File: src/hw/rtl/pfde_pkg.sv
// shared types and constants for the sound frame delta encoder
`default_nettype none

package pfde_pkg;

    localparam int NUM_CH    = 3;
    localparam int PER_W     = 12;
    localparam int ATT_W     = 4;
    localparam int VOL_W     = 5;
    localparam int WORD_W    = 16;
    localparam int CNT_W     = 12;
    localparam int NUM_SLOTS = NUM_CH + 2;

    localparam logic [CNT_W-1:0] COUNT_MAX = 12'd4095;
    // stored volume value meaning no volume seen yet
    localparam logic [VOL_W-1:0] VOL_NONE  = 5'd16;

    // attenuation to volume table
    localparam logic [3:0] VOL_MAP [16] = '{
        4'd15, 4'd14, 4'd14, 4'd13, 4'd12, 4'd12, 4'd11, 4'd10,
        4'd10, 4'd9,  4'd8,  4'd8,  4'd7,  4'd6,  4'd6,  4'd0
    };

    typedef enum logic [1:0] {
        KIND_HDR  = 2'd0,
        KIND_CHAN = 2'd1,
        KIND_TERM = 2'd2
    } t_kind;

    // per-lane detection result
    typedef struct packed {
        logic                changed;
        logic [WORD_W-1:0]   word;
    } t_lane_res;

    // one burst of output words: slot 0 header, slots 1..3 channels, slot 4 terminator
    typedef struct packed {
        logic [NUM_SLOTS-1:0]           sel;
        logic [WORD_W-1:0]              hdr;
        logic [NUM_CH-1:0][WORD_W-1:0]  words;
    } t_burst;

endpackage

`default_nettype wire

File: src/hw/rtl/pfde_if.sv
// request channel interfaces for frames in and words out
`default_nettype none

interface pfde_in_if;
    logic        valid;
    logic        ready;
    logic        op;
    logic [11:0] period_a;
    logic [3:0]  atten_a;
    logic [11:0] period_b;
    logic [3:0]  atten_b;
    logic [11:0] period_c;
    logic [3:0]  atten_c;

    modport source (
        output valid, op, period_a, atten_a, period_b, atten_b, period_c, atten_c,
        input  ready
    );
    modport sink (
        input  valid, op, period_a, atten_a, period_b, atten_b, period_c, atten_c,
        output ready
    );
endinterface

interface pfde_out_if;
    logic        valid;
    logic        ready;
    logic [15:0] word;
    logic [1:0]  kind;
    logic        last;

    modport source (
        output valid, word, kind, last,
        input  ready
    );
    modport sink (
        input  valid, word, kind, last,
        output ready
    );
endinterface

`default_nettype wire

File: src/hw/rtl/pfde_lane.sv
// one channel lane: stored volume and period, change detection
`default_nettype none

module pfde_lane (
    input  wire logic                         i_clk,
    input  wire logic                         i_rst_n,
    input  wire logic [pfde_pkg::PER_W-1:0]   i_period,
    input  wire logic [pfde_pkg::ATT_W-1:0]   i_atten,
    input  wire logic                         i_enable,
    input  wire logic                         i_take,
    input  wire logic                         i_clear,
    output pfde_pkg::t_lane_res               o_res
);
    import pfde_pkg::*;

    logic [VOL_W-1:0] r_last_vol;
    logic [PER_W-1:0] r_last_per;
    logic [3:0]       vol;
    logic             changed;

    // mapped volume and change test
    always_comb begin
        vol     = VOL_MAP[i_atten];
        changed = i_enable &&
                  ((r_last_vol != {1'b0, vol}) ||
                   ((r_last_per != i_period) && (r_last_vol != '0)));
        o_res.changed = changed;
        o_res.word    = {i_period, vol};
    end

    // stored channel state
    always_ff @(posedge i_clk) begin
        if (!i_rst_n || i_clear) begin
            r_last_vol <= VOL_NONE;
            r_last_per <= '0;
        end else if (i_take && changed) begin
            r_last_vol <= {1'b0, vol};
            r_last_per <= i_period;
        end
    end

endmodule

`default_nettype wire

File: src/hw/rtl/pfde_merge.sv
// merge stage: combines lane results, holds the pending record, forms bursts
`default_nettype none

module pfde_merge (
    input  wire logic                                i_clk,
    input  wire logic                                i_rst_n,
    input  wire pfde_pkg::t_lane_res [pfde_pkg::NUM_CH-1:0] i_lanes,
    input  wire logic                                i_frame_acc,
    input  wire logic                                i_end_acc,
    output pfde_pkg::t_burst                         o_burst,
    output logic                                     o_push
);
    import pfde_pkg::*;

    logic [NUM_CH-1:0]             r_held_mask;
    logic [CNT_W-1:0]              r_count;
    logic                          r_held;
    logic [NUM_CH-1:0][WORD_W-1:0] r_words;
    logic [NUM_CH-1:0]             mask;

    // change mask over lanes
    always_comb begin
        for (int i = 0; i < NUM_CH; i++) begin
            mask[i] = i_lanes[i].changed;
        end
    end

    // burst of the held record, plus terminator on end
    always_comb begin
        o_burst.hdr   = {r_count, 1'b0, r_held_mask};
        o_burst.words = r_words;
        o_burst.sel   = '0;
        if (i_end_acc) begin
            o_burst.sel = {1'b1, r_held_mask, r_held};
        end else if (i_frame_acc && (mask != '0)) begin
            o_burst.sel = {1'b0, r_held_mask, r_held};
        end
        o_push = (o_burst.sel != '0);
    end

    // held record control state
    always_ff @(posedge i_clk) begin
        if (!i_rst_n || i_end_acc) begin
            r_held_mask <= '0;
            r_count     <= '0;
            r_held      <= 1'b0;
        end else if (i_frame_acc) begin
            if (mask != '0) begin
                r_held_mask <= mask;
                r_count     <= CNT_W'(1);
                r_held      <= 1'b1;
            end else if (r_count < COUNT_MAX) begin
                r_count <= r_count + CNT_W'(1);
            end
        end
    end

    // held channel words
    always_ff @(posedge i_clk) begin
        for (int i = 0; i < NUM_CH; i++) begin
            if (i_frame_acc && !i_end_acc && mask[i]) begin
                r_words[i] <= i_lanes[i].word;
            end
        end
    end

    a_end_clears: assert property (@(posedge i_clk) disable iff (!i_rst_n)
        i_end_acc |=> (!r_held && (r_count == '0) && (r_held_mask == '0)))
        else $error("end request did not clear held record");

    a_held_count: assert property (@(posedge i_clk) disable iff (!i_rst_n)
        r_held |-> ((r_count != '0) && (r_held_mask != '0)))
        else $error("held record with zero count or empty mask");

endmodule

`default_nettype wire

File: src/hw/rtl/pfde_serializer.sv
// two-deep burst queue and word serializer onto the result channel
`default_nettype none

module pfde_serializer (
    input  wire logic            i_clk,
    input  wire logic            i_rst_n,
    input  wire pfde_pkg::t_burst i_burst,
    input  wire logic            i_push,
    output logic                 o_ready,
    pfde_out_if.source           o_result
);
    import pfde_pkg::*;

    t_burst               r_act;
    t_burst               r_pend;
    logic [NUM_SLOTS-1:0] cur;
    logic [NUM_SLOTS-1:0] rest;
    logic [NUM_SLOTS-1:0] act_after;
    logic                 out_acc;

    // room while the second burst slot is free
    assign o_ready = (r_pend.sel == '0);

    // current slot is the lowest set bit
    always_comb begin
        cur  = r_act.sel & (~r_act.sel + NUM_SLOTS'(1));
        rest = r_act.sel & ~cur;
        o_result.valid = (r_act.sel != '0);
        o_result.last  = (rest == '0);
        o_result.word  = '0;
        o_result.kind  = KIND_TERM;
        case (cur)
            5'b00001: begin
                o_result.word = r_act.hdr;
                o_result.kind = KIND_HDR;
            end
            5'b00010: begin
                o_result.word = r_act.words[0];
                o_result.kind = KIND_CHAN;
            end
            5'b00100: begin
                o_result.word = r_act.words[1];
                o_result.kind = KIND_CHAN;
            end
            5'b01000: begin
                o_result.word = r_act.words[2];
                o_result.kind = KIND_CHAN;
            end
            default: begin
                o_result.word = '0;
                o_result.kind = KIND_TERM;
            end
        endcase
        out_acc   = o_result.valid && o_result.ready;
        act_after = out_acc ? rest : r_act.sel;
    end

    // burst slot advance
    always_ff @(posedge i_clk) begin
        if (!i_rst_n) begin
            r_act.sel  <= '0;
            r_pend.sel <= '0;
        end else if (act_after == '0) begin
            if (r_pend.sel != '0) begin
                r_act      <= r_pend;
                r_pend.sel <= '0;
            end else if (i_push) begin
                r_act <= i_burst;
            end else begin
                r_act.sel <= '0;
            end
        end else begin
            r_act.sel <= act_after;
            if (i_push) begin
                r_pend <= i_burst;
            end
        end
    end

    a_pend_behind_act: assert property (@(posedge i_clk) disable iff (!i_rst_n)
        (r_pend.sel != '0) |-> (r_act.sel != '0))
        else $error("queued burst while serializer is empty");

    a_term_last: assert property (@(posedge i_clk) disable iff (!i_rst_n)
        (o_result.valid && (o_result.kind == KIND_TERM)) |-> o_result.last)
        else $error("terminator not flagged as final word");

    a_push_room: assert property (@(posedge i_clk) disable iff (!i_rst_n)
        i_push |-> o_ready)
        else $error("burst pushed with no free slot");

endmodule

`default_nettype wire

File: src/hw/rtl/psg_frame_delta_encoder_unit.sv
// top level of the sound frame delta encoder
//
//  channel    dir  handshake        payload
//  i_frame    in   valid/ready      op, period_a/b/c, atten_a/b/c
//  o_result   out  valid/ready      word, kind, last
//  apb        in   psel/penable     channel_disable at address 0
//
// a request is taken on valid and ready; the three lanes and merge stage update at once
// each request yields 0 to 5 words, sent from a two-burst queue one per cycle
// while o_result.ready is high, so the sustained rate is set by the result channel;
// requests that yield no words are accepted while a burst slot is free
// i_frame.ready drops only while both burst slots are occupied
// reset is synchronous, active low, and clears all control state
`default_nettype none

module psg_frame_delta_encoder_unit (
    input  wire logic        i_clk,
    input  wire logic        i_rst_n,
    pfde_in_if.sink          i_frame,
    pfde_out_if.source       o_result,
    input  wire logic        psel,
    input  wire logic        penable,
    input  wire logic        pwrite,
    input  wire logic [2:0]  paddr,
    input  wire logic [31:0] pwdata,
    output logic [31:0]      prdata,
    output logic             pready
);
    import pfde_pkg::*;

    logic [NUM_CH-1:0]             r_disable;
    logic [NUM_CH-1:0][PER_W-1:0]  periods;
    logic [NUM_CH-1:0][ATT_W-1:0]  attens;
    t_lane_res [NUM_CH-1:0]        lanes;
    t_burst                        burst;
    logic                          push;
    logic                          ser_ready;
    logic                          acc;
    logic                          frame_acc;
    logic                          end_acc;

    // configuration register
    assign pready = 1'b1;
    assign prdata = (paddr[2] == 1'b0) ? {29'd0, r_disable} : 32'd0;

    always_ff @(posedge i_clk) begin
        if (!i_rst_n) begin
            r_disable <= '0;
        end else if (psel && penable && pwrite && (paddr[2] == 1'b0)) begin
            r_disable <= pwdata[NUM_CH-1:0];
        end
    end

    // request accept
    assign i_frame.ready = ser_ready;
    assign acc       = i_frame.valid && ser_ready;
    assign frame_acc = acc && !i_frame.op;
    assign end_acc   = acc && i_frame.op;

    assign periods = {i_frame.period_c, i_frame.period_b, i_frame.period_a};
    assign attens  = {i_frame.atten_c, i_frame.atten_b, i_frame.atten_a};

    // channel lanes
    for (genvar g = 0; g < NUM_CH; g++) begin : g_lane
        pfde_lane u_lane (
            .i_clk    (i_clk),
            .i_rst_n  (i_rst_n),
            .i_period (periods[g]),
            .i_atten  (attens[g]),
            .i_enable (!r_disable[g]),
            .i_take   (frame_acc),
            .i_clear  (end_acc),
            .o_res    (lanes[g])
        );
    end

    // merge stage
    pfde_merge u_merge (
        .i_clk       (i_clk),
        .i_rst_n     (i_rst_n),
        .i_lanes     (lanes),
        .i_frame_acc (frame_acc),
        .i_end_acc   (end_acc),
        .o_burst     (burst),
        .o_push      (push)
    );

    // word serializer
    pfde_serializer u_ser (
        .i_clk    (i_clk),
        .i_rst_n  (i_rst_n),
        .i_burst  (burst),
        .i_push   (push),
        .o_ready  (ser_ready),
        .o_result (o_result)
    );

endmodule

`default_nettype wire
File: src/flat_wrapper.sv
// flat-port wrapper written by rule: the top's interface ports become plain ports
module psg_frame_delta_encoder_unit_flat import pfde_pkg::*;
  (i_clk, i_rst_n, psel, penable, pwrite, paddr, pwdata, prdata, pready, i_frame_valid, i_frame_op, i_frame_period_a, i_frame_atten_a, i_frame_period_b, i_frame_atten_b, i_frame_period_c, i_frame_atten_c, i_frame_ready, o_result_valid, o_result_word, o_result_kind, o_result_last, o_result_ready);
  pfde_in_if i_frame_i ();
  pfde_out_if o_result_i ();
  input  wire logic i_clk;
  input  wire logic i_rst_n;
  input  wire logic psel;
  input  wire logic penable;
  input  wire logic pwrite;
  input  wire logic [2:0] paddr;
  input  wire logic [31:0] pwdata;
  output logic [31:0] prdata;
  output logic pready;
  input wire logic [$bits(i_frame_i.valid)-1:0] i_frame_valid;
  input wire logic [$bits(i_frame_i.op)-1:0] i_frame_op;
  input wire logic [$bits(i_frame_i.period_a)-1:0] i_frame_period_a;
  input wire logic [$bits(i_frame_i.atten_a)-1:0] i_frame_atten_a;
  input wire logic [$bits(i_frame_i.period_b)-1:0] i_frame_period_b;
  input wire logic [$bits(i_frame_i.atten_b)-1:0] i_frame_atten_b;
  input wire logic [$bits(i_frame_i.period_c)-1:0] i_frame_period_c;
  input wire logic [$bits(i_frame_i.atten_c)-1:0] i_frame_atten_c;
  output wire logic [$bits(i_frame_i.ready)-1:0] i_frame_ready;
  output wire logic [$bits(o_result_i.valid)-1:0] o_result_valid;
  output wire logic [$bits(o_result_i.word)-1:0] o_result_word;
  output wire logic [$bits(o_result_i.kind)-1:0] o_result_kind;
  output wire logic [$bits(o_result_i.last)-1:0] o_result_last;
  input wire logic [$bits(o_result_i.ready)-1:0] o_result_ready;
  assign i_frame_i.valid = i_frame_valid;
  assign i_frame_i.op = i_frame_op;
  assign i_frame_i.period_a = i_frame_period_a;
  assign i_frame_i.atten_a = i_frame_atten_a;
  assign i_frame_i.period_b = i_frame_period_b;
  assign i_frame_i.atten_b = i_frame_atten_b;
  assign i_frame_i.period_c = i_frame_period_c;
  assign i_frame_i.atten_c = i_frame_atten_c;
  assign i_frame_ready = i_frame_i.ready;
  assign o_result_valid = o_result_i.valid;
  assign o_result_word = o_result_i.word;
  assign o_result_kind = o_result_i.kind;
  assign o_result_last = o_result_i.last;
  assign o_result_i.ready = o_result_ready;
  psg_frame_delta_encoder_unit u_core (.i_clk(i_clk), .i_rst_n(i_rst_n), .i_frame(i_frame_i), .o_result(o_result_i), .psel(psel), .penable(penable), .pwrite(pwrite), .paddr(paddr), .pwdata(pwdata), .prdata(prdata), .pready(pready));
endmodule
File: config.mk
export PLATFORM = sky130hd
export DESIGN_NAME = psg_frame_delta_encoder_unit_flat
export DESIGN_NICKNAME = d
export VERILOG_FILES = /design/src/hw/rtl/pfde_pkg.sv /design/src/hw/rtl/pfde_if.sv /design/src/hw/rtl/pfde_lane.sv /design/src/hw/rtl/pfde_merge.sv /design/src/hw/rtl/pfde_serializer.sv /design/src/hw/rtl/psg_frame_delta_encoder_unit.sv /design/src/flat_wrapper.sv
export SDC_FILE = /design/constraint.sdc
export NUM_CORES = 1
export LEC_CHECK = 0
export BUFFER_PORTS_ARGS = -buffer_cell sky130_fd_sc_hd__buf_2
export CAP_MARGIN = 0
export CORE_ASPECT_RATIO = 1.1
export CORE_MARGIN = 2
export CORE_UTILIZATION = 45
export DETAILED_ROUTE_END_ITERATION = 10
export HOLD_SLACK_MARGIN = 0.12
export MAX_ROUTING_LAYER = met4
export PLACE_DENSITY = 0.67
export SLEW_MARGIN = 30
export SYNTH_ARGS = -nofsm -noshare
export SYNTH_HDL_FRONTEND = slang
export SYNTH_SLANG_ARGS = --single-unit
File: constraint.sdc
create_clock -name i_clk -period 8.65 [get_ports i_clk]
set_clock_uncertainty 0.2 [all_clocks]
set_input_delay 1.73 -clock i_clk [delete_from_list [all_inputs] [get_ports i_clk]]
set_output_delay 1.73 -clock i_clk [all_outputs]
set_load 0.02 [all_outputs]
== Word-level counts from Yosys, hierarchy flattened ==
Memories as Yosys holds them, arrays and structs flattened.
Cells that the tools add are included.
Word-level totals
  register bits after elaboration: 254
  bits in read-only memories: 192
  output and inout bits: 54
  memories kept: 3
Cells by class
  add/sub/neg operators: 2
  magnitude comparators: 4
  equality and inequality tests: 11
  muxes and demuxes: 21
  bitwise logic cells: 9
  reductions and logical operators: 50
Memories
  (no name shown): words 16, bits a word 4, rd ports 1, clocked after memory_dff 0, write ports 0, RTL line pfde_lane.sv:23  | vol = VOL_MAP[i_atten];
  (no name shown): words 16, bits a word 4, rd ports 1, clocked after memory_dff 0, write ports 0, RTL line pfde_lane.sv:23
  (no name shown): words 16, bits a word 4, rd ports 1, clocked after memory_dff 0, write ports 0, RTL line pfde_lane.sv:23
Operators with widths (count)
  $mux 69: 2
  $mux 64: 1
  $pmux 16 s4: 1
  $ne 12x12->1: 3
  $mux 5: 6
  $reduce_bool 5->1: 6
  $mux 4: 7
  $mux 12: 2
  $logic_and 1x1->1: 21
  $ge 5x5->1 const B: 3
  $logic_not 5->1: 3
  $ne 5x4->1: 3
  $not 4->5: 3
  $add 12x1->12 const B: 1
  $lt 12x12->1 const B: 1
  $and 5x5->5: 2
  $not 5->5: 2
  $logic_not 1->1: 6
  $reduce_and 2->1: 3
  $reduce_and 3->1: 2
  $reduce_bool 2->1: 3
  $add 5x1->5 const B: 1
  $eq 5x1->1 const B: 1
  $eq 5x2->1 const B: 1
  9 further kinds: 13

== Depth between registers and ports, before layout ==
Gate-level depths: netlist (run 1).
  depth in word-level cells: 15
  mapped depth: 14

== Modules after synthesis ==
Synthesis (run 1) repeated with hierarchy kept, for this count alone.
Unflattened totals
  cell total of the unflattened synthesis: 954
  area, all modules: 12000.3 µm²
Modules (own cells, without submodules)
  pfde_serializer: instances 1, cells an instance 334, area an instance 5661.7 µm², sequential area each 4043.9 µm²
  pfde_lane: instances 3, cells an instance 133, area an instance 1187.4 µm², sequential area each 340.3 µm²
  pfde_merge: instances 1, cells an instance 166, area an instance 2379.8 µm², sequential area each 1761.7 µm²
  psg_frame_delta_encoder_unit: instances 1, cells an instance 55, area an instance 396.6 µm², sequential area each 60.1 µm²

== Least setup slack after synthesis (run 1) ==
OpenSTA, ideal clock, no wires.
  path kind: in2reg
  from: in i_frame_atten_c[1]
  to: reg u_core.u_ser.r_act[0] (netlist name) (enable)
  arrival: 6836 ps
  path slack: 1109 ps
  cell stages on the path: 13
  buffers on the path: 1
  cell sequence: inv_1 > ha_1 > inv_1 > mux4_2 > xnor2_1 > o2111a_1 > a21oi_1 > nand2_1 > inv_1 > buf_2 > nor3_2 > o21a_1 > a21oi_1
RTL lines
  start: declaration: RTL line flat_wrapper.sv:22  | input wire logic [$bits(i_frame_i.atten_c)-1:0] i_frame_atten_c;
  end signal: assignment: RTL line pfde_serializer.sv:65  | r_act <= r_pend;
  end signal: assignment: RTL line pfde_serializer.sv:68  | r_act <= i_burst;
  end: declaration: RTL line pfde_serializer.sv:14  | t_burst r_act;

==> metrics.cfg, run 1 <==
[run_status]
outcome=completed

[route]
vias=6708
top_layer_used=met4
wl_per_cell_um=17.3
drt_iter0_markers=422
wl_met1_um=9950
routed_wl_um=21600
via_per_inst=5.37
met3WireLength_um=883
remaining_drc_errors=0
final_antenna_net_count=0
dr.pass1.iters=4
dr_wl_met2_um=9930

[pwr]
leakage_uw=0.00466
finalPower_uw=2780
power.density_nw_per_um2=223
max-vdd-ir-drop_mv=0.143

[floorplanning]
num_rows=59
dieArea_um2=25600
core_area_um2=23800
die_w_um=153
io_pins=145
initial_utilization_pct=46.1
die_y_um=168

[timing]
worstMarginPinSlew_ps=917
final_max_slew_viol_count=0
period_needed_ps=5440
max_freq_mhz=184
rsz0062_at_grt=no
hold_viol=0
final_min_period_over_clock_period_pct=62.8
finalSetupViolCount=0
fin_hold_ws_ps=245
max_slew_margin_pct=38.7
fin_tns_setup_ps=0

[clocking]
clk_pin_slew_ps=60
clock_sinks=254
h-tree-depth=1
clockBufferDepth=3
cts_resized=0
cts_root_buf=clkbuf_16
cts_tree=done
cts_hold_buf=0
postCtsSetupBuffers=0
cts_buffers=25
clock_latency_ps=530

[placement]
gp_congestion=0.845
port-buffer-count=83
hpwl_um=15100

[global_route]
antenna_found_initial=2
grt_pass1_vias=6425
grt_max_degree=69
track_usage_pct=17.0
grt_overflow=0
grt_pass1_wl_um=34100

[worst_setup_path]
reg2reg_slack_ps=4130
crit_required_ps=8600
reg2regPathDepth=10
cp-end-kind=flip-flop
crit_slowest_cell=nor2_4
worstReg2RegStart=u_core.u_ser.r_pend[64]
cp.arrival_ps=5380
max_stage_delay_ps=730
start_kind=input port
critical_path_class=input port to flip-flop
startpoint=i_frame_atten_a[1]
crit_path_max_fanout=32
path_cells=buf_2 > inv_1 > ha_1 > inv_1 > mux4_2 > xor2_1 > a211oi_1 > a311oi_4 > buf_4 > nor3_2 > o21a_1 > nor2_4 > buf_4

[yosys]
synth_top_cells_by_count=edfxtp_1 (174), nor2_1 (102), dfxtp_1 (80)
synth_edf_count=174
yosys.area_share.xor_xnor_pct=3.84
ys_seq_area_share_pct=62.3
synth_compound_area_share_pct=7.67
syn_inst=842
synth.distinct_cells=63
synth_area_leaders=edfxtp_1 (48%), dfxtp_1 (15%), mux2_2 (6.6%)
synth_seq_cells=254
ys.flop_type=edfxtp_1
synth_adder_area_share_pct=1.67
synth_top_area_cell=edfxtp_1
synthArstFlopShare_pct=0
yosysWarnings=0
synth_top_area_share_pct=47.7
synth_area_um2=11000
avgSynthCellArea_um2=13.0
synth_top_family_by_area=multiplexers
synth.most_common_cell=edfxtp_1
synth_mux_area_share_pct=11.3
synth-simple-area-share_pct=9.00

[run]
cap_violations=0

[hold_path]
hold_class=flip-flop to flip-flop
min_path_cells=0
hp-start=u_core.u_merge.o_burst[20]

[cells_and_area]
multi_input_area_um2=3860
seqCellArea_um2=6830
finalNetCount=1028
fin_util_pct=52.5
area_delta_synth_final_pct=13.8
fillers=2052
drive_gt1_share_pct=22.7

==> path summary, 6_finish.rpt <==
kind                             endpoint
setup / recovery  u_core.u_ser.r_pend[47]
hold / removal    u_core.u_ser.r_pend[20]
setup reg to reg  u_core.u_ser.r_pend[47]
hold reg to reg   u_core.u_ser.r_pend[20]
==> sequential cells by signal (all words and copies together) (netlist names) <==
signal and flops:
u_core.u_ser.r_act 68, u_core.u_ser.r_pend 68, u_core.u_merge.o_burst 48, u_core.g_lane.u_lane.r_last_per 36, u_core.g_lane.u_lane.r_last_vol 15, u_core.u_merge.r_count 12, u_core.r_disable 3, u_core.u_merge.r_held_mask 3
u_core.u_merge.r_held 1
==> logic make-up (layout without fill, tap and decap cells) <==
kind of cell             after synthesis  after routing
AO/OA/AOI/OAI                        115            115
AND/OR/NAND/NOR                      209            209
flip-flops                           254            254
XOR/XNOR                              48             48
adder cells (fa/ha/maj)               15             15
multiplexers                         112            112
buffers and inverters                 87            160
other                                  2             32
==> critical path: cells and delay by family <==
kind / cells / cell delay [ps]
compound gates: 3 / 640
fa+ha+maj: 1 / 270
buf+inv: 5 / 1160
simple gates: 2 / 860
xor+xnor: 1 / 160
mux: 1 / 490
==> layout by cell type (no fill, tap or decap), types with 7 or more instances in the layout <==
cell       synthesis  layout
or3_1              7       7
clkbuf_16          0      27
buf_4             31      10
nor4_1            10      10
conb_1             2      30
xor2_1            30      30
nand2_1           32      31
mux2i_1           45      45
buf_2              8      83
o21ai_0           15      15
a221o_1           15      15
dfxtp_1           80      80
mux2_2            64      64
xnor2_1           18      18
nor3_1            10       8
a21oi_1           35      34
ha_1              13      13
nand3_1           10      10
nor2_1           102     100
inv_1             20      20
a22oi_1            7       7
edfxtp_1         174     174
==> power by group <==
part	leakage, uW	total (uW)	internal (uW)	switching, uW
Sequential	0.00225	1410	1380	34.4
Combinational	0.00201	302	113	189
Clock	0.000408	1060	612	451
==> metrics by stage <==
stage          worst slack [ps]  cell area (um2)  std cells
3_5_place_dp               2630            11600       1201
6_report                   3210            12500       1250
4_1_cts                    3160            12500       1247
3_3_place_gp               2620            11600       1200
2_1_floorplan              1110            11100        870
5_1_grt                    2920            12500       1250
==> routing by layer <==
metal	global-route usage, %	vias up
li1	-	3229
met1	23.4	3281
met2	25.9	155
met3	2.04	43
met4	7.05	0
met5	-	-
==> final cells by class <==
type,count,share of cell area [%]
flip-flops and latches,254,54.7
multi-input cells,529,30.9
clock buffers,32,5.65
repair buffers,94,4.05
well taps,305,3.06
clock inverters,14,0.943
inverters,20,0.602
diodes,2,0.0401
(Power assumes the default switching activity.)
==> inputs of run 2 (changes only) <==
- ABC_AREA: unset -> 1
- PLACE_DENSITY: 0.67 -> 0.69
- clock period: 8.65 -> 4.55 ns (I/O delays scaled with it)
==> run 2 against run 1 <==
Sequential power grew 100%. Combinational power grew to 3.1 times the previous value. Total power grew 110%. Worst setup slack lost 2400 ps. First-iteration DRC count grew 47%. Cell area grew 1.0%. Sequential share of layout area shrank 0.54 points. Area after synthesis grew 1.6%. Flip-flop and latch count is the same. Critical path depth shrank 6. Register-to-register slack lost 3100 ps. Critical path type is now flip-flop to primary output. Critical endpoint is now o_result_word[13]. Largest cell class unchanged.
==> metrics.cfg, run 2 <==
[clocking]
postCtsSetupBuffers=0  ; unchanged
cts_resized=0  ; unchanged
clock_sinks=254  ; unchanged
clk_pin_slew_ps=60  ; about the same
h-tree-depth=1  ; unchanged
cts_buffers=25  ; unchanged
clockBufferDepth=3  ; unchanged
cts_root_buf=clkbuf_16
cts_hold_buf=0  ; unchanged
cts_tree=done
clock_latency_ps=520  ; about the same

[floorplanning]
dieArea_um2=26000  ; +1.6%
die_y_um=169  ; +0.78%
core_area_um2=24400  ; +2.6%
num_rows=60  ; +1.7%
io_pins=145  ; unchanged
initial_utilization_pct=45.6  ; -0.46 points
die_w_um=154  ; +0.78%

[worst_setup_path]
crit_path_max_fanout=21  ; -34%
crit_required_ps=3440  ; -5160 ps
critical_path_class=flip-flop to primary output
start_kind=flip-flop
crit_buf_inv=2  ; -3
max_stage_delay_ps=610  ; -120 ps
crit_slowest_cell=dfxtp_1
path_cells=nor2_4 > nand2_2 > nor2_1 > buf_4 > nand2_1 > nand4_1 > buf_2
reg2regPathDepth=14  ; +4
cp-end-kind=primary output
crit_family=simple AND/OR/NAND/NOR gates
worst-path-stages=7  ; -6
cp.arrival_ps=2650  ; -2730 ps

[pwr]
max-vdd-ir-drop_mv=0.246  ; +72%
power.density_nw_per_um2=464  ; +110%
leakage_uw=0.00519  ; +11%

[yosys]
ys.flop_type=edfxtp_1
synth.most_common_cell=nand2_1
synth_area_um2=11100  ; +1.6%
synth_area_leaders=edfxtp_1 (47%), dfxtp_1 (14%), nand2_1 (12%)
yosysWarnings=0  ; unchanged
synth_top_area_share_pct=46.9  ; -0.76 points
synth_edf_count=174  ; unchanged
synthArstFlopShare_pct=0  ; unchanged
synth_seq_cells=254  ; unchanged
synth_top_area_cell=edfxtp_1
synth.distinct_cells=41  ; -35%
ys_seq_area_share_pct=61.3  ; -0.99 points
synth_top_cells_by_count=nand2_1 (365), edfxtp_1 (174), nor2_1 (98)
avgSynthCellArea_um2=9.48  ; -27%
syn_inst=1174  ; +39%

[global_route]
track_usage_pct=17.9  ; +0.84 points
grt_overflow=0  ; unchanged
grt_pass1_wl_um=36400  ; +6.9%
antenna_found_initial=0  ; -2
grt_max_degree=64  ; -7.2%
grt_pass1_vias=7293  ; +14%

[timing]
period_needed_ps=3760
fin_tns_setup_ps=0  ; unchanged
rsz0062_at_grt=no
final_max_slew_viol_count=0  ; unchanged
finalSetupViolCount=0  ; unchanged
max_slew_margin_pct=39.3  ; +0.54 points
hold_viol=0  ; unchanged
max_freq_mhz=266
worst_slack_ps=788  ; -2430 ps
worstMarginPinSlew_ps=910  ; -7.23 ps
final_min_period_over_clock_period_pct=82.7

[placement]
dp_slack_ps=818  ; -1810 ps
hpwl_um=15800  ; +5.1%
dpl-instance-area_um2=11800  ; +1.3%
gp_congestion=0.911  ; +7.9%
port-buffer-count=83  ; unchanged

[cells_and_area]
final_area_um2=12600  ; +1.0%
finalNetCount=1361  ; +32%
area_delta_synth_final_pct=13.2
drive_gt1_share_pct=14.3  ; -8.4 points
mostFrequentLayoutCells=nand2_1 (365), edfxtp_1 (174), inv_1 (96), nor2_1 (94), buf_2 (83)
layout_commonest_cell=nand2_1
n_antenna_cell=0  ; -2

[route]
final_antenna_net_count=0  ; unchanged
remaining_drc_errors=0  ; unchanged
wl_per_cell_um=14.4  ; -17%
dr.pass1.iters=5  ; +1
vias=7768  ; +16%
drt_iter0_markers=619  ; +47%
routed_wl_um=22800  ; +5.3%
via_per_inst=4.90  ; -8.7%

[hold_path]
hold_class=flip-flop to flip-flop
min_path_cells=0  ; unchanged

[run_status]
outcome=completed

[run]
cap_violations=0  ; unchanged

-- run 2: cell count changes after synthesis, moves of 26 or more --
| cell | before | now |
|---|---|---|
| o21ai_0 | 15 | 71 |
| nand2_1 | 32 | 365 |
| mux2i_1 | 45 | 0 |
| xor2_1 | 30 | 4 |
| inv_1 | 20 | 97 |
| nand3_1 | 10 | 55 |
| mux2_2 | 64 | 0 |
-- run 2: power by group --
group / leakage [uW] / internal (uW) / switching [uW]
Combinational: 0.00252 / 263 / 680
Sequential: 0.00227 / 2780 / 106
Clock: 0.000403 / 1180 / 849
-- run 2: final timing paths --
check                       endpoint                        from  slack (ps)
min          u_core.u_ser.r_pend[28]  u_core.u_merge.o_burst[28]         250
max                o_result_word[13]      u_core.u_ser.r_act[64]         790
min reg2reg  u_core.u_ser.r_pend[28]  u_core.u_merge.o_burst[28]         250
max reg2reg  u_core.u_ser.r_pend[42]      u_core.u_ser.r_act[64]        1030
-- run 2: final cells by class --
type | instances | area (um2)
fillers | 2169 | 11800
clock buffers | 30 | 674
multi-input cells | 772 | 3640
repair buffers | 95 | 518
flip-flops and latches | 254 | 6830
inverters | 109 | 410
well taps | 310 | 388
clock inverters | 16 | 144
-- run 2: kinds of logic after synthesis --
| logic type | share of synthesized area [%] |
|---|---|
| AND/OR/NAND/NOR | 21.3 |
| flip-flops | 61.3 |
| buffers and inverters | 7.15 |
| AO/OA/AOI/OAI | 6.46 |
| XOR/XNOR | 2.28 |
| adder cells (fa/ha/maj) | 1.46 |
| other | 0.0675 |
-- run 2: routing by layer --
| layer | GRT usage (%) | part of all wire [%] |
|---|---|---|
| met2 | 28.9 | 47 |
| met5 | - | 0 |
| met4 | 5.32 | 2.3 |
| met3 | 2.89 | 6.3 |
| met1 | 23.5 | 44 |
-- run 2: worst reg2reg max path, stage by stage, from the launching register on --
cell     delay (ps)
dfxtp_1         610
nor2_4          470
nand2_2         150
nor2_4          140
nand2_1          70
nand2_1          70
inv_1            60
o21ai_0         230
nor2_1           90
nand2_2         130
inv_2            60
nor2_2          210
inv_1           130
a21oi_4         150
buf_12          290
-- run 2: stage by stage --
step	power (uW)	instances	utilization, %	hold WS [ps]
after detailed placement	3880	1540	48.3	236
after CTS	5910	1586	51.6	251
after global placement	3850	1540	48.3	233
after global routing	6140	1586	51.6	255
final	5850	1586	51.6	248
after floorplan	3580	1202	-	220
==> inputs of run 3 (changes only) <==
- ABC_AREA: 1 -> 0
- PLACE_DENSITY: 0.69 -> 0.67
- clock period: 4.55 -> 3.7 ns (I/O delays scaled with it)
==> run 3 against run 2 <==
Critical path type unchanged. Routed wire length is 3.4% lower. Non-clock buffer count is 26 higher. Largest power group unchanged. Register-to-register slack worse by 470 ps. Sequential share of layout area is 0.58 points lower. Total power grew 12%. Combinational power shrank 20%. Worst setup slack worse by 390 ps.
==> metrics.cfg, run 3 (synthesis results as in run 1) <==
[clocking]
cts_root_buf=clkbuf_16
postCtsSetupBuffers=0  ; unchanged
clock_latency_ps=520  ; about the same
cts_tree=done
cts_resized=0  ; unchanged
clockBufferDepth=3  ; unchanged
clk_pin_slew_ps=70  ; about the same
h-tree-depth=1  ; unchanged
cts_buffers=25  ; unchanged
cts_hold_buf=0  ; unchanged
clock_sinks=254  ; unchanged

[route]
final_antenna_net_count=0  ; unchanged
remaining_drc_errors=0  ; unchanged
drt_iter0_markers=422  ; -32%
via_per_inst=5.21  ; +6.3%
dr.pass1.iters=4  ; -1
top_layer_used=met4
wl_per_cell_um=17.2  ; +20%
wl_met1_um=10400  ; +3.4%
met3WireLength_um=947  ; -34%
routed_wl_um=22000  ; -3.4%
vias=6642  ; -14%
dr_wl_met2_um=10100  ; -6.0%

[floorplanning]
die_y_um=168  ; -0.78%
die_w_um=153  ; -0.77%
num_rows=59  ; -1.7%
io_pins=145  ; unchanged
core_area_um2=23800  ; -2.6%
dieArea_um2=25600  ; -1.5%
initial_utilization_pct=46.1  ; +0.46 points

[run]
cap_violations=0  ; unchanged

[pwr]
power.density_nw_per_um2=514  ; +11%
max-vdd-ir-drop_mv=0.259  ; +5.3%
leakage_uw=0.00480  ; -7.5%

[cells_and_area]
layout_commonest_cell=edfxtp_1
area_delta_synth_final_pct=16.2
drive_gt1_share_pct=25.3  ; +11 points
fin_util_pct=53.6  ; +1.9 points
mostFrequentLayoutCells=edfxtp_1 (174), nor2_1 (100), buf_2 (83), dfxtp_1 (80), mux2_2 (64)
finalNonFillerCells=1276  ; -20%
finalNetCount=1055  ; -22%

[placement]
gp_congestion=0.862  ; -5.4%
hpwl_um=15500  ; -1.9%
dp_cells=1229  ; -20%
port-buffer-count=83  ; unchanged

[timing]
rsz0062_at_grt=no
period_needed_ps=3310
max_freq_mhz=302
max_slew_margin_pct=48.3  ; +9.0 points
hold_viol=0  ; unchanged
worstMarginPinSlew_ps=774  ; -135 ps
finalSetupViolCount=0  ; unchanged
final_min_period_over_clock_period_pct=89.4
fin_tns_setup_ps=0  ; unchanged
final_max_slew_viol_count=0  ; unchanged

[worst_setup_path]
cpMostUsedCell=nor2_1
critical_path_class=flip-flop to primary output
cp.arrival_ps=2370  ; -280 ps
max_stage_delay_ps=820  ; +210 ps
path_cells=buf_4 > nor2_1 > a21oi_1 > nor2_1 > a221o_1 > buf_2
crit_slowest_cell=dfxtp_1
crit_family=flip-flops
crit_buf_inv=2  ; unchanged
crit_path_max_fanout=22  ; +4.8%
crit_required_ps=2760  ; -680 ps
cp-end-kind=primary output
start_kind=flip-flop

[global_route]
track_usage_pct=17.4  ; -0.49 points
antenna_found_initial=2  ; +2
grt_max_degree=54  ; -16%
grt_pass1_vias=6377  ; -13%
grt_pass1_wl_um=34700  ; -4.7%
grt_overflow=0  ; unchanged

[run_status]
outcome=completed

[hold_path]
hold_class=input port to flip-flop

-- run 3: layout make-up --
class,instances,area [um2]
fill,2054,11000
multi-input combinational,529,3860
tap,305,382
sequential,254,6830
clock buffer,30,654
clock inverter,15,150
timing repair buffer,121,763
inverter,20,95.1
antenna,2,5.00
-- run 3: report_power, final --
part	switching, uW	internal, uW	leakage (uW)
clock	1020	1470	0.000392
sequential	85.9	3220	0.00225
combinational	447	303	0.00216
-- run 3: metal layers --
metal / GRT usage [%] / vias to the layer above
li1: - / 3274
met3: 2.51 / 32
met4: 5.23 / 0
met1: 24.1 / 3200
met2: 26.8 / 136
met5: - / -
-- run 3: through the flow --
step           power [uW]  hold slack [ps]  instance area [um2]  worst slack [ps]
2_1_floorplan        3860              220                11100              -581
3_5_place_dp         4130              234                11900             -94.8
6_report             6550              241                12700               393
3_3_place_gp         4110              227                11900             -23.3
5_1_grt              6790              237                12700               215
4_1_cts              6610              228                12700               358
-- run 3: final timing paths --
| kind | to | slack (ps) | startpoint | cells after the start |
|---|---|---|---|---|
| min | u_core.u_merge.o_burst[31] | 240 | i_frame_period_b[11] | 1 |
| max | o_result_word[7] | 390 | u_core.u_ser.r_act[65] | 6 |
| min reg2reg | u_core.u_ser.r_pend[18] | 250 | u_core.u_merge.o_burst[18] | 0 |
| max reg2reg | u_core.u_ser.r_act[21] | 560 | u_core.u_ser.r_pend[65] | 9 |
